### config.mk
export PLATFORM = sky130hd
export DESIGN_NAME = base64url_encoder
export DESIGN_NICKNAME = d
export VERILOG_FILES = /design/src/hw/rtl/b64u_pkg.sv /design/src/hw/rtl/b64u_front.sv /design/src/hw/rtl/b64u_queue.sv /design/src/hw/rtl/b64u_back.sv /design/src/hw/rtl/base64url_encoder.sv
export VERILOG_INCLUDE_DIRS = /design/src /design/src/hw/rtl
export SDC_FILE = /design/constraint.sdc
export NUM_CORES = 1
export LEC_CHECK = 0
export BUFFER_PORTS_ARGS = -buffer_cell sky130_fd_sc_hd__buf_2
export CORE_MARGIN = 4
export CORE_UTILIZATION = 30
export CTS_CLUSTER_DIAMETER = 80
export DETAILED_ROUTE_END_ITERATION = 16
export GPL_TIMING_DRIVEN = 0
export PLACE_DENSITY_LB_ADDON = 0.1
export SLEW_MARGIN = 20
export SYNTH_ARGS = -nofsm -noshare
export SYNTH_HDL_FRONTEND = slang
export SYNTH_SLANG_ARGS = --single-unit
### constraint.sdc
create_clock -name aclk -period 3.4 [get_ports aclk]
set_clock_uncertainty 0.2 [all_clocks]
set_input_delay 0.34 -clock aclk [delete_from_list [all_inputs] [get_ports aclk]]
set_output_delay 0.34 -clock aclk [all_outputs]
set_load 0.005 [all_outputs]
### src/hw/rtl/base64url_encoder_assert.svh
// Assertion macros for the base64url encoder.
// Used by the top level only; they compile away when SYNTHESIS is defined.
`ifndef BASE64URL_ENCODER_ASSERT_SVH
`define BASE64URL_ENCODER_ASSERT_SVH
`ifndef SYNTHESIS
`define B64U_ASSERT(lbl, clk, rstn, prop) \
    lbl: assert property (@(posedge clk) disable iff (!rstn) prop) \
        else $error("b64u assertion failed");
`define B64U_ASSERT_ALWAYS(lbl, clk, prop) \
    lbl: assert property (@(posedge clk) prop) \
        else $error("b64u assertion failed");
`else
`define B64U_ASSERT(lbl, clk, rstn, prop)
`define B64U_ASSERT_ALWAYS(lbl, clk, prop)
`endif
`endif

### src/hw/rtl/b64u_pkg.sv
// Shared types, constants and the symbol alphabet of the base64url encoder.
// No dependencies.
package b64u_pkg;

    localparam int unsigned Q_DEPTH = 2;
    localparam int unsigned Q_PTR_W = 1;
    localparam int unsigned Q_CNT_W = 2;

    localparam logic [1:0] PH_FIRST  = 2'd0;
    localparam logic [1:0] PH_SECOND = 2'd1;
    localparam logic [1:0] PH_THIRD  = 2'd2;

    localparam logic [7:0] PAD_CHAR = 8'h3D;

    // up to four characters one input byte produces
    typedef struct packed {
        logic [3:0][7:0] chars;
        logic [1:0]      last_idx;
        logic            last;
    } b64u_job_t;

    typedef struct packed {
        logic      valid;
        b64u_job_t job;
    } b64u_push_t;

    function automatic logic [7:0] sym_char(input logic [5:0] v);
        logic [7:0] c;
        c = 8'h00;
        if (v < 6'd26) begin
            c = 8'h41 + {2'b00, v};
        end else if (v < 6'd52) begin
            c = 8'h61 + {2'b00, v - 6'd26};
        end else if (v < 6'd62) begin
            c = 8'h30 + {2'b00, v - 6'd52};
        end else if (v == 6'd62) begin
            c = 8'h2D;
        end else begin
            c = 8'h5F;
        end
        return c;
    endfunction

endpackage

### src/hw/rtl/b64u_front.sv
// Front end: accepts message bytes, tracks the group position and builds the
// characters each byte produces. Depends on b64u_pkg.
module b64u_front (
    input  logic                 aclk,
    input  logic                 aresetn,
    input  logic                 s_tvalid,
    output logic                 s_tready,
    input  logic [7:0]           s_tdata,   // [7:0] data_byte
    input  logic                 s_tlast,   // end_of_message
    input  logic                 q_full,
    output b64u_pkg::b64u_push_t push,
    output logic [1:0]           phase
);

    logic [1:0] phase_reg, phase_next;
    logic [3:0] left_reg, left_next;
    b64u_pkg::b64u_job_t job;
    logic take;

    // no request is taken while in reset
    assign s_tready = aresetn && !q_full;
    assign take     = s_tvalid && s_tready;
    assign phase    = phase_reg;

    always_comb begin
        job.chars    = {4{b64u_pkg::PAD_CHAR}};
        job.last_idx = 2'd0;
        job.last     = s_tlast;
        phase_next   = phase_reg;
        left_next    = left_reg;
        unique case (phase_reg)
            b64u_pkg::PH_SECOND: begin
                job.chars[0] = b64u_pkg::sym_char({left_reg[1:0], s_tdata[7:4]});
                if (s_tlast) begin
                    job.chars[1] = b64u_pkg::sym_char({s_tdata[3:0], 2'b00});
                    job.last_idx = 2'd2;
                    phase_next   = b64u_pkg::PH_FIRST;
                    left_next    = 4'd0;
                end else begin
                    phase_next   = b64u_pkg::PH_THIRD;
                    left_next    = s_tdata[3:0];
                end
            end
            b64u_pkg::PH_THIRD: begin
                job.chars[0] = b64u_pkg::sym_char({left_reg, s_tdata[7:6]});
                job.chars[1] = b64u_pkg::sym_char(s_tdata[5:0]);
                job.last_idx = 2'd1;
                phase_next   = b64u_pkg::PH_FIRST;
                left_next    = 4'd0;
            end
            default: begin
                // unused phase behaves as the start of a group
                job.chars[0] = b64u_pkg::sym_char(s_tdata[7:2]);
                if (s_tlast) begin
                    job.chars[1] = b64u_pkg::sym_char({s_tdata[1:0], 4'b0000});
                    job.last_idx = 2'd3;
                    phase_next   = b64u_pkg::PH_FIRST;
                    left_next    = 4'd0;
                end else begin
                    phase_next   = b64u_pkg::PH_SECOND;
                    left_next    = {2'b00, s_tdata[1:0]};
                end
            end
        endcase
    end

    assign push.valid = take;
    assign push.job   = job;

    always_ff @(posedge aclk) begin
        if (!aresetn) begin
            phase_reg <= b64u_pkg::PH_FIRST;
            left_reg  <= 4'd0;
        end else if (take) begin
            phase_reg <= phase_next;
            left_reg  <= left_next;
        end
    end

endmodule

### src/hw/rtl/b64u_queue.sv
// Two-entry queue of character jobs between front and back end.
// Depends on b64u_pkg.
module b64u_queue (
    input  logic                      aclk,
    input  logic                      aresetn,
    input  b64u_pkg::b64u_push_t      push,
    input  logic                      pop,
    output logic                      full,
    output logic                      not_empty,
    output logic [b64u_pkg::Q_CNT_W-1:0] count,
    output b64u_pkg::b64u_job_t       head
);

    b64u_pkg::b64u_job_t mem [b64u_pkg::Q_DEPTH];
    logic [b64u_pkg::Q_PTR_W-1:0] wr_ptr_reg, rd_ptr_reg;
    logic [b64u_pkg::Q_CNT_W-1:0] count_reg, count_next;

    assign full      = (count_reg == b64u_pkg::Q_CNT_W'(b64u_pkg::Q_DEPTH));
    assign not_empty = (count_reg != '0);
    assign count     = count_reg;
    assign head      = mem[rd_ptr_reg];

    always_comb begin
        count_next = count_reg;
        if (push.valid && !pop) begin
            count_next = count_reg + 1'b1;
        end else if (!push.valid && pop) begin
            count_next = count_reg - 1'b1;
        end
    end

    always_ff @(posedge aclk) begin
        if (push.valid) begin
            mem[wr_ptr_reg] <= push.job;
        end
    end

    always_ff @(posedge aclk) begin
        if (!aresetn) begin
            wr_ptr_reg <= '0;
            rd_ptr_reg <= '0;
            count_reg  <= '0;
        end else begin
            if (push.valid) wr_ptr_reg <= wr_ptr_reg + 1'b1;
            if (pop)        rd_ptr_reg <= rd_ptr_reg + 1'b1;
            count_reg <= count_next;
        end
    end

endmodule

### src/hw/rtl/b64u_back.sv
// Back end: walks the characters of the queue head, one per cycle while the
// receiver is ready, into the output register. Depends on b64u_pkg.
module b64u_back (
    input  logic                aclk,
    input  logic                aresetn,
    input  logic                q_not_empty,
    input  b64u_pkg::b64u_job_t head,
    output logic                pop,
    output logic                m_tvalid,
    input  logic                m_tready,
    output logic [7:0]          m_tdata,   // [7:0] out_char
    output logic                m_tlast    // last_char
);

    logic [1:0] idx_reg;
    logic       valid_reg;
    logic [7:0] data_reg;
    logic       last_reg;
    logic       load, at_end;

    assign load   = q_not_empty && (!valid_reg || m_tready);
    assign at_end = (idx_reg == head.last_idx);
    assign pop    = load && at_end;

    always_ff @(posedge aclk) begin
        if (!aresetn) begin
            idx_reg   <= 2'd0;
            valid_reg <= 1'b0;
        end else begin
            if (load) begin
                idx_reg   <= at_end ? 2'd0 : idx_reg + 1'b1;
                valid_reg <= 1'b1;
            end else if (m_tready) begin
                valid_reg <= 1'b0;
            end
        end
    end

    always_ff @(posedge aclk) begin
        if (load) begin
            data_reg <= head.chars[idx_reg];
            last_reg <= at_end && head.last;
        end
    end

    assign m_tvalid = valid_reg;
    assign m_tdata  = data_reg;
    assign m_tlast  = last_reg;

endmodule

### src/hw/rtl/base64url_encoder.sv
// Top level of the base64url encoder (URL-safe alphabet, '=' padding).
// Depends on b64u_pkg, b64u_front, b64u_queue, b64u_back and the assert header.
//
// Input stream: one message byte per request on s_tdata, s_tlast on the final
// byte of a message. Output stream: one ASCII character per request on
// m_tdata, m_tlast on the final character of the encoded message.
// Each byte yields one to four characters; every message yields a multiple
// of four characters.
// A taken byte is written into the job queue; its first character is then
// registered from the queue head into the output register.
// Throughput: one character per cycle while the receiver is ready, set by the
// single output register; a byte yields 4/3 characters on average over
// whole groups. The front end takes a byte every cycle while the two-entry
// job queue has room.
// Reset clears the group position, the queue and the output valid flag;
// s_tready is low during reset and rises with aresetn.
// If the receiver stalls, the output holds; the queue fills and s_tready
// falls within two further bytes.
`include "base64url_encoder_assert.svh"

module base64url_encoder (
    input  logic       aclk,
    input  logic       aresetn,
    input  logic       s_tvalid,
    output logic       s_tready,
    input  logic [7:0] s_tdata,   // [7:0] data_byte
    input  logic       s_tlast,   // end_of_message
    output logic       m_tvalid,
    input  logic       m_tready,
    output logic [7:0] m_tdata,   // [7:0] out_char
    output logic       m_tlast    // last_char
);

    b64u_pkg::b64u_push_t push;
    b64u_pkg::b64u_job_t  head;
    logic                 q_full, q_not_empty, pop;
    logic [b64u_pkg::Q_CNT_W-1:0] q_count;
    logic [1:0]           phase;
    logic                 fin_take, out_idle;

    b64u_front u_front (
        .aclk     (aclk),
        .aresetn  (aresetn),
        .s_tvalid (s_tvalid),
        .s_tready (s_tready),
        .s_tdata  (s_tdata),
        .s_tlast  (s_tlast),
        .q_full   (q_full),
        .push     (push),
        .phase    (phase)
    );

    b64u_queue u_queue (
        .aclk      (aclk),
        .aresetn   (aresetn),
        .push      (push),
        .pop       (pop),
        .full      (q_full),
        .not_empty (q_not_empty),
        .count     (q_count),
        .head      (head)
    );

    b64u_back u_back (
        .aclk        (aclk),
        .aresetn     (aresetn),
        .q_not_empty (q_not_empty),
        .head        (head),
        .pop         (pop),
        .m_tvalid    (m_tvalid),
        .m_tready    (m_tready),
        .m_tdata     (m_tdata),
        .m_tlast     (m_tlast)
    );

    assign fin_take = s_tvalid && s_tready && s_tlast;
    assign out_idle = !q_not_empty && (!m_tvalid || m_tready);

    // a final byte always returns the group to its start
    `B64U_ASSERT(a_final_resets_group, aclk, aresetn, fin_take |=> phase == b64u_pkg::PH_FIRST)
    // queue never overfills
    `B64U_ASSERT(a_queue_bound, aclk, aresetn, q_count <= b64u_pkg::Q_CNT_W'(b64u_pkg::Q_DEPTH))
    // no character appears without a queued job
    `B64U_ASSERT(a_no_spurious_out, aclk, aresetn, out_idle |=> !m_tvalid)

endmodule

==> impl_metrics.env, run 1 <==
export IMPL_yosysWarnings=0
export IMPL_synthTopCellsByArea="edfxtp_1 29%, ha_1 11%, xnor2_1 6.0%"
export IMPL_drive_gt1_share_pct=13.9
export IMPL_arrival_ps=3000
export IMPL_path_delay_family="compound AO/OA/AOI/OAI gates"
export IMPL_dp_cells=754
export IMPL_hold_viol_final=0
export IMPL_cp_start_kind="flop"
export IMPL_antenna_found_initial=0
export IMPL_synthCells=513
export IMPL_fin_cells=770
export IMPL_diodes=0
export IMPL_routed_via_density=5.30
export IMPL_synth_fp_nets=570
export IMPL_criticalPathCategory="reg -> reg"
export IMPL_synth_top_area_share_pct=28.6
export IMPL_cap_violations=0
export IMPL_post_route_period_util_pct=91.6
export IMPL_dp_slack_ps=-120
export IMPL_ys_seq_area_share_pct=34.3
export IMPL_synth_ff_type="edfxtp_1"
export IMPL_setup_viol=0
export IMPL_cts_setup_buffers=0
export IMPL_grt_pass1_wl_um=22600
export IMPL_nNetsFinal=606
export IMPL_htreeDepth=3
export IMPL_ctsHoldBuffers=0
export IMPL_hpwl_um=10800
export IMPL_crit_slowest_cell="dfxtp_1"
export IMPL_cts_root_buf="clkbuf_16"
export IMPL_maxSlewViolCount=0
export IMPL_clkSinkCount=61
export IMPL_coreArea_sq_mm=0.0160
export IMPL_max_slew_margin_pct=37.7
export IMPL_clockBufferDepth=2
export IMPL_area_growth_pct=15.2
export IMPL_cts_clk_slew_worst_paths_ps=50
export IMPL_power_density_mw_per_mm2=521
export IMPL_largest_reg_flops=38
export IMPL_avgSynthCellArea_sq_um=9.61
export IMPL_crit_buf_inv=2
export IMPL_min_delay_path_class="in -> reg"
export IMPL_grt_max_degree=15
export IMPL_netlist_top_cells_count="47 x edfxtp_1, 44 x ha_1, 41 x nand2_1"
export IMPL_clkLatencyLatePin_ps=320
export IMPL_outcome="completed"
export IMPL_die_h_um=136
export IMPL_num_rows=46
export IMPL_setup_ws_ps=285
export IMPL_drtIter0Drc=246
export IMPL_portBuffers=23
export IMPL_rsz0062_at_grt="no"
export IMPL_worst_pin_slew_ps=931
export IMPL_synthDistinctLibCells=72
export IMPL_numCtsBuffers=9
export IMPL_start_util_pct=30.8
export IMPL_worst_path_max_fanout=7
export IMPL_wl_um=14100
export IMPL_ant_nets=0
export IMPL_boundaryPins=24
export IMPL_vias=4084
export IMPL_synth_edff_count=47
export IMPL_crit_chain="clkbuf_2 > inv_2 > ha_1 > a21o_1 > a21oi_1 > nor2_1 > a221o_1 > a31oi_1"
export IMPL_fin_util_pct=35.5
export IMPL_synth_area_leader_cell="edfxtp_1"
export IMPL_grt_ovfl_total=0
export IMPL_min_period_ps=3110
export IMPL_drc=0
export IMPL_synthArstFlopShare_pct=0
export IMPL_leakagePower_uw=0.00207
export IMPL_dieArea_sq_mm=0.0185
export IMPL_grt_pass1_vias=4071
export IMPL_wl_per_cell_um=18.3
export IMPL_gp_congestion=0.882
export IMPL_ys_ff_latch=61
export IMPL_die_w_um=136
export IMPL_yosysMostFrequentCell="edfxtp_1"
export IMPL_required_ps=3280
export IMPL_cts_tree="built"
export IMPL_ir_worst_vdd_mv=0.257
export IMPL_synth_area_sq_mm=0.00493
export IMPL_fmax_mhz=321
export IMPL_end_kind="flop"
export IMPL_track_usage_pct=15.7
export IMPL_dr_pass1_iters=4
export IMPL_critPathMaxStageDelay_ps=470
## cells by family after synthesis
| kind of cell | count (synthesis) | synth area share (%) |
|---|---|---|
| adders and majority gates | 44 | 11.2 |
| AOI/OAI and AO/OA | 141 | 20.0 |
| buffers and inverters | 50 | 4.39 |
| and+or+nand+nor | 153 | 15.8 |
| muxes | 16 | 5.43 |
| xor gates and xnor gates | 48 | 8.83 |
| DFF | 61 | 34.3 |
## stage by stage
stage                     instance area (sq um)  TNS [ps]  hold slack (ps)  power [uW]
after floorplan                            4930         0              239        1710
after global placement                     5320      -962              284        2000
after detailed placement                   5340      -404              294        2010
after CTS                                  5680         0             31.2        2990
after global routing                       5680         0             41.0        3130
final                                      5680         0             44.6        2960
## worst reg2reg max path, delay by kind of cell (launching register included)
kind	cells	cell delay (ps)
AOI/OAI and AO/OA	4	1410
adders and majority gates	1	240
buffers and inverters	2	420
DFF	1	470
and+or+nand+nor	1	140
## placed cells by master (no fill, tap or decap), drive strengths merged, types with 3 or more instances in the layout
cell     count
a311oi       3
nor3         4
o311ai       4
xnor2       34
a211oi       9
xor2        14
mux2         3
nand4        4
and3         3
o22ai        3
nand2       41
nor2        28
or3          4
nand3       23
mux2i        5
or2          8
nand2b       8
clkinv       3
and2         4
dfxtp       14
a22oi        4
edfxtp      47
and3b        3
a21oi       31
o21ai       15
ha          44
mux4         8
o211ai      11
inv         18
clkbuf      29
o31ai        8
o2111ai      3
a21boi       7
a21o        10
a31oi       10
buf         39
nor2b       13
## final timing paths
kind	start	end	slack (ps)	depth (start not counted)
worst max-delay path	u_front.left_reg[0]$_SDFFE_PN0P_	u_queue.mem[1][6]$_DFFE_PP_	290	8
worst min-delay path	s_tlast	u_queue.mem[0][0]$_DFFE_PP_	40	1
worst max register to register	u_front.left_reg[0]$_SDFFE_PN0P_	u_queue.mem[1][6]$_DFFE_PP_	290	8
worst min register to register	u_front.phase[0]$_SDFFE_PN0P_	u_front.phase[0]$_SDFFE_PN0P_	300	2
## layout make-up
cell class                      count  area [sq um]
Tap cell                          216           270
Inverter                           19          71.3
Fill cell                        1655         10300
Sequential cell                    61          1690
Clock buffer                       12           256
Timing Repair Buffer               25           138
Multi-Input combinational cell    402          3030
Clock inverter                      4          70.1
Buffer                             31           146
## report_power, final
| part | total [uW] | internal, uW | switching [uW] |
|---|---|---|---|
| clock | 969 | 678 | 292 |
| combinational | 931 | 390 | 541 |
| sequential | 1050 | 1000 | 54.7 |
## metal layers
layer | GRT usage [%] | vias up | wire (um)
met5 | 0 | - | 0
met1 | 21.7 | 1970 | 6750
met4 | 5.15 | 0 | 259
li1 | - | 1987 | -
met2 | 25.6 | 104 | 6640
met3 | 1.78 | 23 | 459
## timing repair
item,CTS,global route
endpoints found under the setup margin,2,6
pin swaps,0,0
gates resized for setup,1,2
(Power assumes the default switching activity.)
==> run 2, diff against run 1 <==
Settings changed: ABC_AREA from default to 1.
==> run 2 against run 1 <==
Net effect:
- area after synthesis shrank 1.0%
- non-clock buffer count down 11
- global-route usage is 0.31 points higher
- sequential share of layout area grew 0.53 points
- largest power group unchanged
- highest routed layer unchanged
==> impl_metrics.env, run 2 <==
export IMPL_synth_area_sq_mm=0.00488
export IMPL_min_delay_path_class="in -> reg"
export IMPL_coreArea_sq_mm=0.0159
export IMPL_gp_congestion=0.863
export IMPL_grt_pass1_wl_um=22800
export IMPL_avgSynthCellArea_sq_um=7.46
export IMPL_ctsHoldBuffers=0
export IMPL_grt_pass1_vias=4255
export IMPL_post_route_period_util_pct=83.6
export IMPL_dr_pass1_iters=5
export IMPL_htreeDepth=3
export IMPL_fmax_mhz=352
export IMPL_required_ps=3250
export IMPL_synthDistinctLibCells=40
export IMPL_dieArea_sq_mm=0.0184
export IMPL_cp_start_kind="flop"
export IMPL_m1WireLength_um=6870
export IMPL_track_usage_pct=16.0
export IMPL_leakagePower_uw=0.00235
export IMPL_setup_viol=0
export IMPL_vias=4430
export IMPL_area_growth_pct=14.3
export IMPL_antenna_found_initial=0
export IMPL_synth_fp_nets=711
export IMPL_drive_gt1_share_pct=10.4
export IMPL_dpl_cell_area_sq_mm=0.00530
export IMPL_drc=0
export IMPL_cts_setup_buffers=0
export IMPL_worst_path_max_fanout=8
export IMPL_cap_violations=0
export IMPL_yosysWarnings=0
export IMPL_num_rows=46
export IMPL_routed_via_density=4.86
export IMPL_die_h_um=136
export IMPL_synth_top_area_share_pct=28.9
export IMPL_final_common_cell="nand2_1"
export IMPL_outcome="completed"
export IMPL_cts_tree="built"
export IMPL_nNetsFinal=747
export IMPL_wl_per_cell_um=15.8
export IMPL_clockBufferDepth=2
export IMPL_power_density_mw_per_mm2=515
export IMPL_die_w_um=136
export IMPL_yosysMostFrequentCell="nand2_1"
export IMPL_drtIter0Drc=274
export IMPL_grt_ovfl_total=0
export IMPL_diodes=0
export IMPL_ir_worst_vdd_mv=0.298
export IMPL_tns_ps=0
export IMPL_max_slew_margin_pct=50.3
export IMPL_synthCells=654
export IMPL_start_util_pct=30.7
export IMPL_hold_viol_final=0
export IMPL_route_met2_wl_um=6800
export IMPL_final_area_sq_mm=0.00558
export IMPL_netlist_top_cells_count="155 x nand2_1, 71 x nor2_1, 68 x inv_1"
export IMPL_clkLatencyLatePin_ps=320
export IMPL_wl_um=14400
export IMPL_synth_ff_type="edfxtp_1"
export IMPL_cts_resized=0
export IMPL_cts_root_buf="clkbuf_16"
export IMPL_boundaryPins=24
export IMPL_largest_reg_flops=38
export IMPL_arrival_ps=2700
export IMPL_rsz0062_at_grt="no"
export IMPL_hpwl_um=11200
export IMPL_top_layer="met4"
export IMPL_criticalPathCategory="reg -> reg"
export IMPL_ys_seq_area_share_pct=34.7
export IMPL_worst_pin_slew_ps=746
export IMPL_cts_clk_slew_worst_paths_ps=50
export IMPL_synth_edff_count=47
export IMPL_wl_met3_um=372
export IMPL_ant_nets=0
export IMPL_synthTopCellsByArea="edfxtp_1 29%, nand2_1 12%, ha_1 11%"
export IMPL_grt_max_degree=15
export IMPL_synthArstFlopShare_pct=0
export IMPL_ys_ff_latch=61
export IMPL_min_period_ps=2840
export IMPL_synth_area_leader_cell="edfxtp_1"
export IMPL_clkSinkCount=61
export IMPL_end_kind="flop"
export IMPL_final_cell_mix="155 x nand2_1, 69 x nor2_1, 68 x inv_1"
export IMPL_portBuffers=23
export IMPL_numCtsBuffers=9
export IMPL_maxSlewViolCount=0
run 2: cell types whose count changed after synthesis, sizes merged, moves of 13 or more:
cell	previous run	this run
nand2	41	158
xnor2	34	9
o21ai	15	60
inv	18	71
nor2b	13	0
nand3	23	42
nor2	28	76
run 2: layout make-up:
| type | instances | area (sq um) |
|---|---|---|
| Buffer | 20 | 103 |
| Clock buffer | 15 | 278 |
| Clock inverter | 1 | 5.00 |
| Fill cell | 1721 | 10300 |
| Inverter | 74 | 278 |
| Multi-Input combinational cell | 499 | 2820 |
| Sequential cell | 61 | 1690 |
| Tap cell | 216 | 270 |
| Timing Repair Buffer | 25 | 138 |
run 2: report_power, final:
group	internal, uW	total, uW	switching [uW]
logic	326	988	662
registers	1010	1050	40.4
clock network	551	837	286
total	1880	2870	988
run 2: through the flow:
stage / hold slack (ps) / setup slack [ps] / std cells / util (%) / total power, uW
2_1_floorplan: 239 / 1070 / 654 / - / 1710
3_3_place_gp: 272 / 202 / 893 / 33.1 / 2040
3_5_place_dp: 279 / 476 / 895 / 33.3 / 2060
4_1_cts: 54.9 / 602 / 911 / 35.1 / 2910
5_1_grt: 63.7 / 395 / 911 / 35.1 / 3070
6_report: 68.0 / 556 / 911 / 35.1 / 2870
run 2: kinds of logic (layout without fill, tap and decap cells):
logic type	after synthesis	count (layout)	synth area share (%)
and+or+nand+nor	300	300	26.2
buffers and inverters	94	135	7.80
DFF	61	61	34.7
xor gates and xnor gates	31	31	5.72
AOI/OAI and AO/OA	124	124	14.3
adders and majority gates	44	44	11.3
run 2: worst max-delay path, stage by stage, from the launching register on:
cell     delay (ps)
dfxtp_1         450
buf_2           290
inv_1           200
ha_1            240
nand2_1          70
nand2_1          60
nand2_1         100
nand2_1         190
inv_1           170
nor2_1           80
nand2_1          60
nand4_1          80
nand2_1         110
nand2_1          50
o21ai_0         210
run 2: path summary, 6_finish.rpt:
| path | startpoint | end | slack [ps] | cells after the start |
|---|---|---|---|---|
| setup / recovery | u_front.left_reg[0]$_SDFFE_PN0P_ | u_queue.mem[1][6]$_DFFE_PP_ | 560 | 14 |
| hold / removal | s_tlast | u_queue.mem[0][0]$_DFFE_PP_ | 70 | 1 |
| setup reg to reg | u_front.left_reg[0]$_SDFFE_PN0P_ | u_queue.mem[1][6]$_DFFE_PP_ | 560 | 14 |
| hold reg to reg | u_front.phase[1]$_SDFFE_PN0P_ | u_front.phase[1]$_SDFFE_PN0P_ | 280 | 2 |
run 2: metal layers:
layer	GRT usage, %	vias up
met5	0	-
met1	21.6	2067
met3	1.97	24
met2	26.5	86
li1	-	2253
met4	5.71	0
==> run 3, diff against run 2 <==
Settings changed: ABC_AREA 1 to 0.
Clock period 3.4 ns to 2.9 ns, I/O delays scaled along.
==> run 3 against run 2 <==
Net effect:
- register-to-register slack got worse by 520 ps
- via count decreased by 7.1%
- setup slack got worse by 520 ps
- clock power up 36%
- sequential power increased by 18%
- power rose by 21%
- worst hold slack improved by 12 ps
- first-iteration DRC count shrank 4.7%
- count of clock-buffer cells in the layout fell by 3
- highest routed layer unchanged
==> impl_metrics.env, run 3 (synthesized netlist as in run 1, its figures left out) <==
export IMPL_track_usage_pct=15.7
export IMPL_worst_pin_slew_ps=723
export IMPL_r2r_start="u_front.left_reg[0]$_SDFFE_PN0P_"
export IMPL_switchingPower_uw=1050
export IMPL_clkLatencyLatePin_ps=320
export IMPL_gp_congestion=0.882
export IMPL_end_kind="flop"
export IMPL_cts_root_buf="clkbuf_16"
export IMPL_numCtsBuffers=9
export IMPL_vias=4115
export IMPL_fin_util_pct=36.0
export IMPL_start_util_pct=30.8
export IMPL_power_density_mw_per_mm2=604
export IMPL_portBuffers=23
export IMPL_rsz0062_at_grt="no"
export IMPL_dp_slack_ps=-570
export IMPL_wl_per_cell_um=18.3
export IMPL_boundaryPins=24
export IMPL_worstHoldStart="aresetn"
export IMPL_ir_worst_vdd_mv=0.304
export IMPL_clockBufferDepth=2
export IMPL_cts_tree="built"
export IMPL_cts_clk_slew_worst_paths_ps=50
export IMPL_dieArea_sq_mm=0.0185
export IMPL_setup_ws_ps=35.9
export IMPL_min_path_cells=2
export IMPL_required_ps=2690
export IMPL_dr_pass1_iters=5
export IMPL_nNetsFinal=609
export IMPL_routed_via_density=5.32
export IMPL_diodes=0
export IMPL_antenna_found_initial=0
export IMPL_largest_reg_flops=38
export IMPL_clkSinkCount=61
export IMPL_criticalPathCategory="reg -> reg"
export IMPL_drtIter0Drc=261
export IMPL_dp_cells=754
export IMPL_max_slew_margin_pct=51.8
export IMPL_die_w_um=136
export IMPL_maxSlewViolCount=0
export IMPL_leakagePower_uw=0.00210
export IMPL_timing_rr_end="u_queue.mem[1][7]$_DFFE_PP_"
export IMPL_critPathMaxStageDelay_ps=400
export IMPL_min_period_ps=2860
export IMPL_clkPwrFrac_pct=32.7
export IMPL_fmax_mhz=349
export IMPL_num_rows=46
export IMPL_min_delay_path_class="in -> reg"
export IMPL_drc=0
export IMPL_grt_pass1_wl_um=22500
export IMPL_switching_share_pct=30.1
export IMPL_hold_viol_final=0
export IMPL_worst_path_max_fanout=7
export IMPL_htreeDepth=3
export IMPL_cap_violations=0
export IMPL_combPwrFrac_pct=31.8
export IMPL_ant_nets=0
export IMPL_whs_endpoint="u_front.left_reg[2]$_SDFFE_PN0P_"
export IMPL_crit_slowest_cell="dfxtp_2"
export IMPL_area_growth_pct=17.0
export IMPL_setup_viol=0
export IMPL_crit_chain="clkbuf_4 > inv_2 > ha_1 > nand2b_1 > o41ai_1 > nor3b_1 > o211ai_1 > o211ai_1"
export IMPL_final_cell_mix="47 x edfxtp_1, 43 x ha_1, 41 x nand2_1"
export IMPL_p_seq_share_pct=35.5
export IMPL_final_common_cell="edfxtp_1"
export IMPL_r2r_setup_slack_ps=40
export IMPL_path_delay_family="compound AO/OA/AOI/OAI gates"
export IMPL_arrival_ps=2660
export IMPL_r2r_cells=8
export IMPL_die_h_um=136
export IMPL_wl_um=14100
export IMPL_outcome="completed"
export IMPL_grt_pass1_vias=4061
export IMPL_hpwl_um=10800
export IMPL_post_route_period_util_pct=98.8
export IMPL_drive_gt1_share_pct=16.3
export IMPL_cp_start_kind="flop"
export IMPL_grt_ovfl_total=0
export IMPL_grt_max_degree=17
export IMPL_p_int_uw=2430
export IMPL_critPathMostFrequentCell="o211ai_1"
export IMPL_crit_buf_inv=2
export IMPL_fin_cells=773
export IMPL_coreArea_sq_mm=0.0160
[run 3: cell types whose count changed in the layout (fill, tap and decap cells not counted), sizes merged, moves of 9 or more]
cell    previous run  this run
a211oi             0         9
a21o               0        10
a21oi             41        31
nand2            158        41
inv               71        17
nand3             42        23
xnor2              9        34
nor2              76        28
o21ai             60        15
nor2b              0        13
[run 3: worst max path at each step]
stage | slack (ps) | to | start | cells past startpoint
after floorplan | 400 | u_queue.mem[0][8]$_DFFE_PP_ | u_front.left_reg[0]$_SDFFE_PN0P_ | 9
after global placement | -660 | u_queue.mem[0][8]$_DFFE_PP_ | s_tdata[6] | 10
after detailed placement | -570 | u_queue.mem[0][8]$_DFFE_PP_ | s_tdata[6] | 10
after CTS | 2 | u_queue.mem[1][7]$_DFFE_PP_ | s_tdata[7] | 9
after global routing | 1 | u_queue.mem[0][8]$_DFFE_PP_ | u_front.left_reg[0]$_SDFFE_PN0P_ | 9
final | 40 | u_queue.mem[1][7]$_DFFE_PP_ | u_front.left_reg[0]$_SDFFE_PN0P_ | 8
[run 3: area by class of cell]
type / count / area [sq um]
Multi-Input combinational cell: 402 / 3070
Sequential cell: 61 / 1690
Inverter: 19 / 75.1
Fill cell: 1651 / 10200
Clock buffer: 12 / 256
Buffer: 29 / 154
Tap cell: 216 / 270
Timing Repair Buffer: 30 / 178
Clock inverter: 4 / 70.1
[run 3: power groups by stage]
stage / registers, uW / clock network [uW] / logic, uW
after global placement: 1260 / 0 / 1090
after CTS: 1240 / 1160 / 1110
after floorplan: 1250 / 0 / 751
after global routing: 1250 / 1200 / 1240
final: 1240 / 1140 / 1110
after detailed placement: 1260 / 0 / 1100
[run 3: routing by layer]
metal | routed length [um] | global-route usage (%) | vias up
met5 | 0 | 0 | -
met1 | 6690 | 21.6 | 1988
met2 | 6680 | 25.8 | 113
met4 | 252 | 4.93 | 0
met3 | 504 | 1.78 | 24
li1 | - | - | 1990
[run 3: what timing repair did]
item	in CTS	in global routing
buffers inserted	0	4
gates resized for setup	9	10
endpoints found under the hold margin	2	0
pin swaps	2	2
endpoints found under the setup margin	26	13
hold buffers	1	0
[run 3: through the flow]
step	setup TNS (ps)	cell area, sq um	hold slack (ps)	total power (uW)
after floorplan	0	4930	189	2000
after global placement	-13910	5320	284	2350
after detailed placement	-11670	5340	294	2350
after CTS	0	5700	70.6	3510
after global routing	0	5770	95.0	3690
final	0	5770	80.3	3480
